--- config.mk ---
export PLATFORM = sky130hd
export DESIGN_NAME = lfu_cache_lru_tiebreak_flat
export DESIGN_NICKNAME = d
export VERILOG_FILES = /design/src/hw/rtl/lfu_pkg.sv /design/src/hw/rtl/lfu_in_if.sv /design/src/hw/rtl/lfu_out_if.sv /design/src/hw/rtl/lfu_cell.sv /design/src/hw/rtl/lfu_cache_lru_tiebreak.sv /design/src/flat_wrapper.sv
export SDC_FILE = /design/constraint.sdc
export NUM_CORES = 2
export LEC_CHECK = 0
export ABC_AREA = 1
export BUFFER_PORTS_ARGS = -buffer_cell sky130_fd_sc_hd__clkbuf_2
export CAP_MARGIN = 20
export CORE_UTILIZATION = 50
export CTS_CLUSTER_SIZE = 12
export DETAILED_ROUTE_END_ITERATION = 7
export PLACE_DENSITY = 0.68
export SLEW_MARGIN = 30
export SYNTH_ARGS = -nofsm -noshare
export SYNTH_HDL_FRONTEND = slang
export SYNTH_SLANG_ARGS = --single-unit
--- constraint.sdc ---
create_clock -name clk -period 7.8 [get_ports clk]
set_input_delay 0.78 -clock clk [delete_from_list [all_inputs] [get_ports clk]]
set_output_delay 0.78 -clock clk [all_outputs]
set_load 0.01 [all_outputs]
--- src/hw/rtl/lfu_pkg.sv ---
`timescale 1ns / 1ps
`default_nettype none
// ----------------------------------------------------------------------------
// lfu_pkg
// Shared types and constants for the LFU cache with LRU tie-break.
// ----------------------------------------------------------------------------
package lfu_pkg;

  localparam int CFG_W = 5;
  localparam logic [CFG_W-1:0] CAP_RESET = 5'd16;

  typedef logic [1:0] lfu_op_t;

  localparam lfu_op_t OP_NONE    = 2'd0;
  localparam lfu_op_t OP_GET_HIT = 2'd1;
  localparam lfu_op_t OP_SET_HIT = 2'd2;
  localparam lfu_op_t OP_INSERT  = 2'd3;

  // update broadcast to every cell
  typedef struct packed {
    lfu_op_t op;
    logic    evict;
  } lfu_cmd_t;

endpackage : lfu_pkg
`default_nettype wire

--- src/hw/rtl/lfu_in_if.sv ---
`timescale 1ns / 1ps
`default_nettype none
// ----------------------------------------------------------------------------
// lfu_in_if
// Request channel: operation, key and value with valid/ready.
// ----------------------------------------------------------------------------
interface lfu_in_if #(
  parameter int KEY_BITS   = 32,
  parameter int VALUE_BITS = 32
);
  logic                  valid;
  logic                  ready;
  logic                  mode;
  logic [KEY_BITS-1:0]   key;
  logic [VALUE_BITS-1:0] value;

  modport source (output valid, output mode, output key, output value, input ready);
  modport sink   (input valid, input mode, input key, input value, output ready);
endinterface : lfu_in_if
`default_nettype wire

--- src/hw/rtl/lfu_out_if.sv ---
`timescale 1ns / 1ps
`default_nettype none
// ----------------------------------------------------------------------------
// lfu_out_if
// Result channel: hit, read value and eviction report with valid/ready.
// ----------------------------------------------------------------------------
interface lfu_out_if #(
  parameter int KEY_BITS   = 32,
  parameter int VALUE_BITS = 32
);
  logic                  valid;
  logic                  ready;
  logic                  hit;
  logic [VALUE_BITS-1:0] read_value;
  logic                  evicted;
  logic [KEY_BITS-1:0]   evicted_key;

  modport source (output valid, output hit, output read_value, output evicted,
                  output evicted_key, input ready);
  modport sink   (input valid, input hit, input read_value, input evicted,
                  input evicted_key, output ready);
endinterface : lfu_out_if
`default_nettype wire

--- src/hw/rtl/lfu_cell.sv ---
`timescale 1ns / 1ps
`default_nettype none
// ----------------------------------------------------------------------------
// lfu_cell
// One cache entry: key match, count and recency update, and one registered
// stage of the victim / free-slot chain.
// ----------------------------------------------------------------------------
module lfu_cell
  import lfu_pkg::*;
#(
  parameter int KEY_BITS   = 32,
  parameter int VALUE_BITS = 32,
  parameter int COUNT_BITS = 16,
  parameter int IDX_W      = 4,
  parameter int IDX        = 0
) (
  input  wire                   clk,
  input  wire                   rst_n,
  input  wire [KEY_BITS-1:0]    key_in,
  input  wire [VALUE_BITS-1:0]  value_in,
  input  lfu_cmd_t              cmd,
  input  wire [IDX_W-1:0]       ref_rank,
  input  wire [IDX_W-1:0]       vic_idx,
  input  wire [IDX_W-1:0]       ins_idx,
  // chain from previous cell
  input  wire                   bv_in,
  input  wire [COUNT_BITS-1:0]  bc_in,
  input  wire [IDX_W-1:0]       br_in,
  input  wire [IDX_W-1:0]       bi_in,
  input  wire [KEY_BITS-1:0]    bk_in,
  input  wire                   ff_in,
  input  wire [IDX_W-1:0]       fi_in,
  // chain to next cell
  output logic                  bv_out,
  output logic [COUNT_BITS-1:0] bc_out,
  output logic [IDX_W-1:0]      br_out,
  output logic [IDX_W-1:0]      bi_out,
  output logic [KEY_BITS-1:0]   bk_out,
  output logic                  ff_out,
  output logic [IDX_W-1:0]      fi_out,
  // match results, zero unless hit
  output logic                  hit_o,
  output logic [VALUE_BITS-1:0] value_o,
  output logic [IDX_W-1:0]      rank_o
);

  localparam logic [IDX_W-1:0] MY_IDX = IDX_W'(IDX);

  logic                  valid_r;
  logic [KEY_BITS-1:0]   key_r;
  logic [VALUE_BITS-1:0] value_r;
  logic [COUNT_BITS-1:0] count_r;
  logic [IDX_W-1:0]      rank_r;
  logic                  hit_r;

  logic                  bv_r, ff_r;
  logic [COUNT_BITS-1:0] bc_r;
  logic [IDX_W-1:0]      br_r, bi_r, fi_r;
  logic [KEY_BITS-1:0]   bk_r;
  logic                  take;

  assign take = valid_r && (!bv_in || (count_r < bc_in) ||
                            ((count_r == bc_in) && (rank_r > br_in)));

  always_ff @(posedge clk) begin
    if (!rst_n) begin
      bv_r <= 1'b0;
      ff_r <= 1'b0;
    end else begin
      bv_r <= bv_in || take;
      ff_r <= ff_in || !valid_r;
    end
    bc_r <= take ? count_r : bc_in;
    br_r <= take ? rank_r  : br_in;
    bi_r <= take ? MY_IDX  : bi_in;
    bk_r <= take ? key_r   : bk_in;
    fi_r <= ff_in ? fi_in  : MY_IDX;
  end

  always_ff @(posedge clk) begin
    if (!rst_n) begin
      hit_r <= 1'b0;
    end else begin
      hit_r <= valid_r && (key_r == key_in);
    end
  end

  always_ff @(posedge clk) begin
    if (!rst_n) begin
      valid_r <= 1'b0;
    end else begin
      unique case (cmd.op)
        OP_GET_HIT: begin
          if (hit_r) begin
            if (count_r != {COUNT_BITS{1'b1}}) count_r <= count_r + 1'b1;
            rank_r <= '0;
          end else if (valid_r && rank_r < ref_rank) begin
            rank_r <= rank_r + 1'b1;
          end
        end
        OP_SET_HIT: begin
          if (hit_r) begin
            value_r <= value_in;
            count_r <= '0;
            rank_r  <= '0;
          end else if (valid_r && rank_r < ref_rank) begin
            rank_r <= rank_r + 1'b1;
          end
        end
        OP_INSERT: begin
          if (ins_idx == MY_IDX) begin
            valid_r <= 1'b1;
            key_r   <= key_in;
            value_r <= value_in;
            count_r <= '0;
            rank_r  <= '0;
          end else if (cmd.evict && vic_idx == MY_IDX) begin
            valid_r <= 1'b0;
          end else if (valid_r && !(cmd.evict && rank_r > ref_rank)) begin
            rank_r <= rank_r + 1'b1;
          end
        end
        default: begin
        end
      endcase
    end
  end

  assign bv_out  = bv_r;
  assign bc_out  = bc_r;
  assign br_out  = br_r;
  assign bi_out  = bi_r;
  assign bk_out  = bk_r;
  assign ff_out  = ff_r;
  assign fi_out  = fi_r;
  assign hit_o   = hit_r;
  assign value_o = hit_r ? value_r : '0;
  assign rank_o  = hit_r ? rank_r  : '0;

endmodule : lfu_cell
`default_nettype wire

--- src/hw/rtl/lfu_cache_lru_tiebreak.sv ---
`timescale 1ns / 1ps
`default_nettype none
// ----------------------------------------------------------------------------
// lfu_cache_lru_tiebreak
// Fully associative LFU cache with LRU tie-break, built as a row of entry
// cells; the victim and first free slot ripple down a registered chain.
// ----------------------------------------------------------------------------
// A request passes the match and exec states; get and set on a present key
// register their result in exec. A set on a missing key waits in exec until
// the cell chain has settled after the last state update.
// One request at a time; the next is taken the cycle after the result is
// registered.
// Reset: valid bits and occupancy cleared, capacity_in_use = 16.
// ----------------------------------------------------------------------------
module lfu_cache_lru_tiebreak
  import lfu_pkg::*;
#(
  parameter int CAPACITY   = 16,
  parameter int KEY_BITS   = 32,
  parameter int VALUE_BITS = 32,
  parameter int COUNT_BITS = 16
) (
  input  wire             clk,
  input  wire             rst_n,
  input  wire             cfg_wr_en,
  input  wire [CFG_W-1:0] cfg_wr_data,
  lfu_in_if.sink          in_ch,
  lfu_out_if.source       out_ch
);

  localparam int IDX_W = (CAPACITY > 1) ? $clog2(CAPACITY) : 1;
  localparam int OCC_W = $clog2(CAPACITY + 1);
  localparam int CMP_W = (OCC_W > CFG_W) ? OCC_W : CFG_W;
  localparam logic [OCC_W-1:0] SETTLED = OCC_W'(CAPACITY);
  localparam logic [CMP_W-1:0] CAP_MAX = CMP_W'(CAPACITY);

  localparam logic [1:0] S_IDLE  = 2'd0;
  localparam logic [1:0] S_MATCH = 2'd1;
  localparam logic [1:0] S_EXEC  = 2'd2;

  logic [1:0]            state_r, state_nxt;
  logic [CFG_W-1:0]      cap_r;
  logic [OCC_W-1:0]      occ_r;
  logic [OCC_W-1:0]      settle_r;
  logic                  req_mode_r;
  logic [KEY_BITS-1:0]   req_key_r;
  logic [VALUE_BITS-1:0] req_value_r;

  logic                  out_valid_r;
  logic                  out_hit_r;
  logic [VALUE_BITS-1:0] out_value_r;
  logic                  out_evicted_r;
  logic [KEY_BITS-1:0]   out_ekey_r;

  // chain links
  logic [CAPACITY:0]     c_bv, c_ff;
  logic [COUNT_BITS-1:0] c_bc [CAPACITY+1];
  logic [IDX_W-1:0]      c_br [CAPACITY+1];
  logic [IDX_W-1:0]      c_bi [CAPACITY+1];
  logic [KEY_BITS-1:0]   c_bk [CAPACITY+1];
  logic [IDX_W-1:0]      c_fi [CAPACITY+1];

  logic [CAPACITY-1:0]   hit_vec;
  logic [VALUE_BITS-1:0] cell_val  [CAPACITY];
  logic [IDX_W-1:0]      cell_rank [CAPACITY];

  logic                  any_hit;
  logic [VALUE_BITS-1:0] hit_val;
  logic [IDX_W-1:0]      hit_rank;
  logic                  set_miss, go, do_evict, occ_ge_cap;
  logic [CMP_W-1:0]      cap_x, cap_eff;
  logic [IDX_W-1:0]      ins_idx, ref_rank;
  lfu_cmd_t              cmd;

  assign c_bv[0] = 1'b0;
  assign c_bc[0] = '0;
  assign c_br[0] = '0;
  assign c_bi[0] = '0;
  assign c_bk[0] = '0;
  assign c_ff[0] = 1'b0;
  assign c_fi[0] = '0;

  for (genvar g = 0; g < CAPACITY; g++) begin : g_cell
    lfu_cell #(
      .KEY_BITS  (KEY_BITS),
      .VALUE_BITS(VALUE_BITS),
      .COUNT_BITS(COUNT_BITS),
      .IDX_W     (IDX_W),
      .IDX       (g)
    ) u_cell (
      .clk     (clk),
      .rst_n   (rst_n),
      .key_in  (req_key_r),
      .value_in(req_value_r),
      .cmd     (cmd),
      .ref_rank(ref_rank),
      .vic_idx (c_bi[CAPACITY]),
      .ins_idx (ins_idx),
      .bv_in   (c_bv[g]),
      .bc_in   (c_bc[g]),
      .br_in   (c_br[g]),
      .bi_in   (c_bi[g]),
      .bk_in   (c_bk[g]),
      .ff_in   (c_ff[g]),
      .fi_in   (c_fi[g]),
      .bv_out  (c_bv[g+1]),
      .bc_out  (c_bc[g+1]),
      .br_out  (c_br[g+1]),
      .bi_out  (c_bi[g+1]),
      .bk_out  (c_bk[g+1]),
      .ff_out  (c_ff[g+1]),
      .fi_out  (c_fi[g+1]),
      .hit_o   (hit_vec[g]),
      .value_o (cell_val[g]),
      .rank_o  (cell_rank[g])
    );
  end

  always_comb begin
    hit_val  = '0;
    hit_rank = '0;
    for (int i = 0; i < CAPACITY; i++) begin
      hit_val  = hit_val  | cell_val[i];
      hit_rank = hit_rank | cell_rank[i];
    end
  end

  assign any_hit = |hit_vec;

  always_comb begin
    cap_x = CMP_W'(cap_r);
    if (cap_x == '0)          cap_eff = CMP_W'(1);
    else if (cap_x > CAP_MAX) cap_eff = CAP_MAX;
    else                      cap_eff = cap_x;
  end

  assign occ_ge_cap = CMP_W'(occ_r) >= cap_eff;
  assign set_miss   = req_mode_r && !any_hit;
  assign go         = (state_r == S_EXEC) && (!out_valid_r || out_ch.ready) &&
                      (!set_miss || settle_r == SETTLED);
  assign do_evict   = set_miss && occ_ge_cap && c_bv[CAPACITY];
  // lowest free slot, counting the victim's slot once it is freed
  assign ins_idx    = (do_evict && (!c_ff[CAPACITY] || c_bi[CAPACITY] < c_fi[CAPACITY]))
                      ? c_bi[CAPACITY] : c_fi[CAPACITY];
  assign ref_rank   = any_hit ? hit_rank : c_br[CAPACITY];

  always_comb begin
    cmd.evict = do_evict;
    if (!go)          cmd.op = OP_NONE;
    else if (any_hit) cmd.op = req_mode_r ? OP_SET_HIT : OP_GET_HIT;
    else              cmd.op = req_mode_r ? OP_INSERT  : OP_NONE;
  end

  always_comb begin
    state_nxt = state_r;
    unique case (state_r)
      S_IDLE:  if (in_ch.valid) state_nxt = S_MATCH;
      S_MATCH: state_nxt = S_EXEC;
      S_EXEC:  if (go) state_nxt = S_IDLE;
      default: state_nxt = S_IDLE;
    endcase
  end

  always_ff @(posedge clk) begin
    if (!rst_n) begin
      state_r     <= S_IDLE;
      cap_r       <= CAP_RESET;
      occ_r       <= '0;
      settle_r    <= '0;
      out_valid_r <= 1'b0;
    end else begin
      state_r <= state_nxt;
      if (cfg_wr_en) cap_r <= cfg_wr_data;
      if (cmd.op == OP_INSERT) occ_r <= occ_r + 1'b1 - OCC_W'(do_evict);
      if (cmd.op != OP_NONE)      settle_r <= '0;
      else if (settle_r != SETTLED) settle_r <= settle_r + 1'b1;
      if (go)                out_valid_r <= 1'b1;
      else if (out_ch.ready) out_valid_r <= 1'b0;
    end
  end

  always_ff @(posedge clk) begin
    if (in_ch.valid && in_ch.ready) begin
      req_mode_r  <= in_ch.mode;
      req_key_r   <= in_ch.key;
      req_value_r <= in_ch.value;
    end
    if (go) begin
      out_hit_r     <= any_hit;
      out_value_r   <= (any_hit && !req_mode_r) ? hit_val : '0;
      out_evicted_r <= do_evict;
      out_ekey_r    <= do_evict ? c_bk[CAPACITY] : '0;
    end
  end

  assign in_ch.ready        = (state_r == S_IDLE);
  assign out_ch.valid       = out_valid_r;
  assign out_ch.hit         = out_hit_r;
  assign out_ch.read_value  = out_value_r;
  assign out_ch.evicted     = out_evicted_r;
  assign out_ch.evicted_key = out_ekey_r;

  a_no_dup_keys: assert property (@(posedge clk) disable iff (!rst_n)
    $countones(hit_vec) <= 1)
    else $error("key held by more than one entry");

  a_occ_bound: assert property (@(posedge clk) disable iff (!rst_n)
    occ_r <= SETTLED)
    else $error("occupancy above capacity");

  a_insert_settled: assert property (@(posedge clk) disable iff (!rst_n)
    (cmd.op == OP_INSERT) |-> (settle_r == SETTLED && (do_evict || c_ff[CAPACITY])))
    else $error("insert without settled chain or free slot");

  a_hit_no_evict: assert property (@(posedge clk) disable iff (!rst_n)
    out_valid_r |-> !(out_hit_r && out_evicted_r))
    else $error("hit and eviction in one result");

endmodule : lfu_cache_lru_tiebreak
`default_nettype wire
--- src/flat_wrapper.sv ---
// flat-port wrapper written by rule: the top's interface ports become plain ports
module lfu_cache_lru_tiebreak_flat import lfu_pkg::*;
#(
  parameter int CAPACITY   = 16,
  parameter int KEY_BITS   = 32,
  parameter int VALUE_BITS = 32,
  parameter int COUNT_BITS = 16
)
  (clk, rst_n, cfg_wr_en, cfg_wr_data, in_ch_valid, in_ch_mode, in_ch_key, in_ch_value, in_ch_ready, out_ch_valid, out_ch_hit, out_ch_read_value, out_ch_evicted, out_ch_evicted_key, out_ch_ready);
  lfu_in_if #(.KEY_BITS(KEY_BITS), .VALUE_BITS(VALUE_BITS)) in_ch_i ();
  lfu_out_if #(.KEY_BITS(KEY_BITS), .VALUE_BITS(VALUE_BITS)) out_ch_i ();
  input  wire clk;
  input  wire rst_n;
  input  wire cfg_wr_en;
  input  wire [CFG_W-1:0] cfg_wr_data;
  input wire logic [$bits(in_ch_i.valid)-1:0] in_ch_valid;
  input wire logic [$bits(in_ch_i.mode)-1:0] in_ch_mode;
  input wire logic [$bits(in_ch_i.key)-1:0] in_ch_key;
  input wire logic [$bits(in_ch_i.value)-1:0] in_ch_value;
  output wire logic [$bits(in_ch_i.ready)-1:0] in_ch_ready;
  output wire logic [$bits(out_ch_i.valid)-1:0] out_ch_valid;
  output wire logic [$bits(out_ch_i.hit)-1:0] out_ch_hit;
  output wire logic [$bits(out_ch_i.read_value)-1:0] out_ch_read_value;
  output wire logic [$bits(out_ch_i.evicted)-1:0] out_ch_evicted;
  output wire logic [$bits(out_ch_i.evicted_key)-1:0] out_ch_evicted_key;
  input wire logic [$bits(out_ch_i.ready)-1:0] out_ch_ready;
  assign in_ch_i.valid = in_ch_valid;
  assign in_ch_i.mode = in_ch_mode;
  assign in_ch_i.key = in_ch_key;
  assign in_ch_i.value = in_ch_value;
  assign in_ch_ready = in_ch_i.ready;
  assign out_ch_valid = out_ch_i.valid;
  assign out_ch_hit = out_ch_i.hit;
  assign out_ch_read_value = out_ch_i.read_value;
  assign out_ch_evicted = out_ch_i.evicted;
  assign out_ch_evicted_key = out_ch_i.evicted_key;
  assign out_ch_i.ready = out_ch_ready;
  lfu_cache_lru_tiebreak #(.CAPACITY(CAPACITY), .KEY_BITS(KEY_BITS), .VALUE_BITS(VALUE_BITS), .COUNT_BITS(COUNT_BITS)) u_core (.clk(clk), .rst_n(rst_n), .cfg_wr_en(cfg_wr_en), .cfg_wr_data(cfg_wr_data), .in_ch(in_ch_i), .out_ch(out_ch_i));
endmodule
==> flow_summary.toml <==
[placement]
dp_hpwl_mm = 221
gpl_congestion = 0.983
port_buffers = 142
dpl_cell_area_um2 = 108000
numPlacedInstances = 12769

[drt]
detail_route.iter0.violations = 10062
route.detailed.drc = 0
via_per_inst = 5.90
detail_route.wirelength_mm = 328
wl_per_cell_um = 24.7
route.vias.total = 78403
drt_pass1_iterations = 7
antenna_left = 0

[setup_path]
worstSetupPathType = "flop to flop"
startpoint_type = "flop"
worst_ep_arrival_time_ps = 6630
path_max_fanout = 71
critical_path.endpoint_type = "flop"
cp_data_required_time_ps = 8420

[logic_synthesis]
synthesis.nets = 10638
synth_top_area_cell = "sky130_fd_sc_hd__edfxtp_1"
ys_async_sr_fraction = 0
ys_warn_count = 0
synth_sequential_area_ratio = 0.619
number_of_synthesized_flops_with_an_enable_pin = 1475
commonest_register_cell_after_synthesis = "sky130_fd_sc_hd__edfxtp_1"
mean_syn_cell_area_um2 = 10.2
synth.top_cells.by_area = "sky130_fd_sc_hd__edfxtp_1, sky130_fd_sc_hd__dfxtp_1, sky130_fd_sc_hd__nand2_1, sky130_fd_sc_hd__ha_1, sky130_fd_sc_hd__inv_1"
mappedNetlistArea_um2 = 104000
count_of_mapped_cells_out_of_synthesis = 10160
yosysTopAreaCellShare = 0.427
flip_flop_and_latch_count_after_synthesis = 2471
synth_cell_type_count = 68

[global_route]
first_global_vias = 75237
globalRoute.totalOverflow = 0
antenna_found_initial = 21
grt_use_met2 = 0.487
grt_pass1_wl_mm = 478
grt_start_max_net_pins = 97
grt_most_used_layer = "met2"
global_route.usage.met1 = 0.392
global_route_track_usage_on_met3 = 0.0636
grt.total_usage = 0.307

[timing]
final_period_minus_worst_setup_slack_ps = 6010
timing.max_slew.rel_slack = 0.196
setup_viol = 0
layout_worst_path_cycle_share = 0.770
clock_skew_ps = 70.8
setup_tns_ps = 0
maxSlewViolCount = 0
worst_pin_slew_ps = 1200
maximum_frequency_from_static_timing_analysis_mhz = 166
hold_viol_final = 0
grt_setup_unrepaired = "false"

[die]
die_width_um = 458
die-height_um = 458
floorplan.core_area_um2 = 205000
rows = 166
initial_core_util = 0.505
design.portCount = 143
area_enclosed_by_the_die_boundary_um2 = 209000

[power]
total_leakage_power_nw = 46.4
vdd.ir_drop.worst_mv = 0.255
pwr_density_cell_nw_per_um2 = 233
final_power_w = 0.0273

[clock_network]
cts-htree-levels = 5
cts.hold.buffers_added = 39
cts.repair_timing.setup_buffer_count = 0
cts_tree = "done"
cts_buffer_depth = 4
cts.clk_slew.worst_paths_ps = 50
root_buffer = "sky130_fd_sc_hd__clkbuf_16"
post_cts_resize_count = 0
cts_buffers = 277
clock_sinks = 2471
clk_latency_ps = 940

[cells_and_area]
fillers = 17040
layout_common_cells = "sky130_fd_sc_hd__nand2_1, sky130_fd_sc_hd__edfxtp_1, sky130_fd_sc_hd__inv_1"
area_delta_synth_final_pct = 12.7
seq_area_um2 = 64300
layout-drive-gt1-share = 0.0855
final_nets = 10883
fin_util = 0.569
layout.cells.most_common = "sky130_fd_sc_hd__nand2_1"
multi_input_area_um2 = 33100
fin_cells = 13294
final_cell_area_um2 = 117000

[flow_run]
cap_viol_max_count = 0

[min_path]
hold_path.class = "input port to flop"

[outcome]
outcome = "completed"
[where the power goes]
group / switching (W) / total [W] / internal (W)
clock network: 0.00509 / 0.0123 / 0.00722
logic: 0.000672 / 0.000904 / 0.000232
registers: 0.000125 / 0.0141 / 0.0140
[layer usage]
layer | routed length, um | part of all wire
met1 | 124000 | 0.38
met2 | 149000 | 0.45
met3 | 34300 | 0.10
met4 | 20800 | 0.063
met5 | 137 | 0.00042
[cell families (layout without fill, tap and decap cells)]
logic type | after synthesis | count (layout) | share of synthesized area
simple gates | 3667 | 3667 | 0.150
other cells | 0 | 7 | 0
flops | 2471 | 2471 | 0.619
fa+ha+maj | 403 | 403 | 0.0486
compound gates | 1657 | 1657 | 0.0992
buf+inv | 1759 | 2198 | 0.0660
xor+xnor | 203 | 203 | 0.0171
[final cells by class]
cell class              instances  area share
inverters                    1358      0.0437
well taps                    2688      0.0288
clock inverters                35     0.00234
multi-input cells            5930       0.283
diodes                          7    0.000150
clock buffers                 438      0.0695
repair buffers                367      0.0228
flip-flops and latches       2471       0.549
[final timing paths]
kind,startpoint,depth (start not counted),slack [ps],to
hold / removal,in_ch_key[7],1,40,u_core.req_key_r[7]
setup / recovery,u_core.g_cell[13].u_cell.hit_o,17,1790,u_core.g_cell[3].u_cell.count_r[8]
hold reg to reg,u_core.g_cell[0].u_cell.ff_out,1,390,u_core.g_cell[1].u_cell.fi_out[0]
setup reg to reg,u_core.g_cell[13].u_cell.hit_o,17,1790,u_core.g_cell[3].u_cell.count_r[8]
[synthesized netlist by cell type (13+ instances only)]
| master | n |
|---|---|
| sky130_fd_sc_hd__nand2_1 | 2265 |
| sky130_fd_sc_hd__a211oi_1 | 15 |
| sky130_fd_sc_hd__and3_1 | 22 |
| sky130_fd_sc_hd__o22ai_1 | 227 |
| sky130_fd_sc_hd__nor2_1 | 423 |
| sky130_fd_sc_hd__a21oi_1 | 299 |
| sky130_fd_sc_hd__edfxtp_1 | 1475 |
| sky130_fd_sc_hd__ha_1 | 403 |
| sky130_fd_sc_hd__nand4_1 | 119 |
| sky130_fd_sc_hd__nand3b_1 | 24 |
| sky130_fd_sc_hd__clkbuf_1 | 224 |
| sky130_fd_sc_hd__or2_2 | 82 |
| sky130_fd_sc_hd__o21bai_1 | 13 |
| sky130_fd_sc_hd__dfxtp_1 | 996 |
| sky130_fd_sc_hd__inv_1 | 1340 |
| sky130_fd_sc_hd__nand2_2 | 14 |
| sky130_fd_sc_hd__a221oi_1 | 188 |
| sky130_fd_sc_hd__xor2_1 | 121 |
| sky130_fd_sc_hd__buf_2 | 118 |
| sky130_fd_sc_hd__buf_1 | 40 |
| sky130_fd_sc_hd__xnor2_1 | 82 |
| sky130_fd_sc_hd__nand3_1 | 492 |
| sky130_fd_sc_hd__nor4_1 | 86 |
| sky130_fd_sc_hd__clkinv_1 | 13 |
| sky130_fd_sc_hd__nor3_1 | 91 |
| sky130_fd_sc_hd__o211ai_1 | 27 |
| sky130_fd_sc_hd__a22o_1 | 132 |
| sky130_fd_sc_hd__o21ai_0 | 633 |
| sky130_fd_sc_hd__a41oi_1 | 39 |
[critical path, stage by stage (launching register included)]
cell                       delay [ps]
sky130_fd_sc_hd__dfxtp_2          310
sky130_fd_sc_hd__buf_4            550
sky130_fd_sc_hd__inv_1            180
sky130_fd_sc_hd__nand4_1          160
sky130_fd_sc_hd__nor2_2            70
sky130_fd_sc_hd__nand2_1          310
sky130_fd_sc_hd__inv_1             90
sky130_fd_sc_hd__ha_1             220
sky130_fd_sc_hd__nand2_1           70
sky130_fd_sc_hd__nand4_1          240
sky130_fd_sc_hd__nor2_4           730
sky130_fd_sc_hd__inv_6            430
sky130_fd_sc_hd__ha_1             610
sky130_fd_sc_hd__buf_4            330
sky130_fd_sc_hd__inv_1            450
sky130_fd_sc_hd__o211ai_1         150
sky130_fd_sc_hd__nor2_1           420
sky130_fd_sc_hd__buf_4            350
[stage by stage]
stage / worst slack [ps] / hold slack (ps)
2_1_floorplan: 3060 / 356
3_3_place_gp: 1840 / 376
3_5_place_dp: 1800 / 378
4_1_cts: 1780 / 3.36
5_1_grt: 1690 / 19.8
6_report: 1790 / 44.6
[state kept, by name, summed over array words and instances, names as in the netlist, 32 cells and up]
| register | cells |
|---|---|
| u_core.g_cell.u_cell.fi_out | 49 |
| u_core.out_ch.evicted_key | 32 |
| u_core.req_value_r | 32 |
| u_core.req_key_r | 32 |
| u_core.g_cell.u_cell.key_r | 512 |
| u_core.g_cell.u_cell.bi_out | 49 |
| u_core.g_cell.u_cell.br_out | 64 |
| u_core.g_cell.u_cell.value_r | 512 |
| u_core.g_cell.u_cell.bc_out | 240 |
| u_core.g_cell.u_cell.bk_out | 512 |
| u_core.out_ch.read_value | 32 |
| u_core.g_cell.u_cell.count_r | 256 |
| u_core.g_cell.u_cell.rank_r | 64 |
Note: power is estimated with default switching activity, not from simulation.
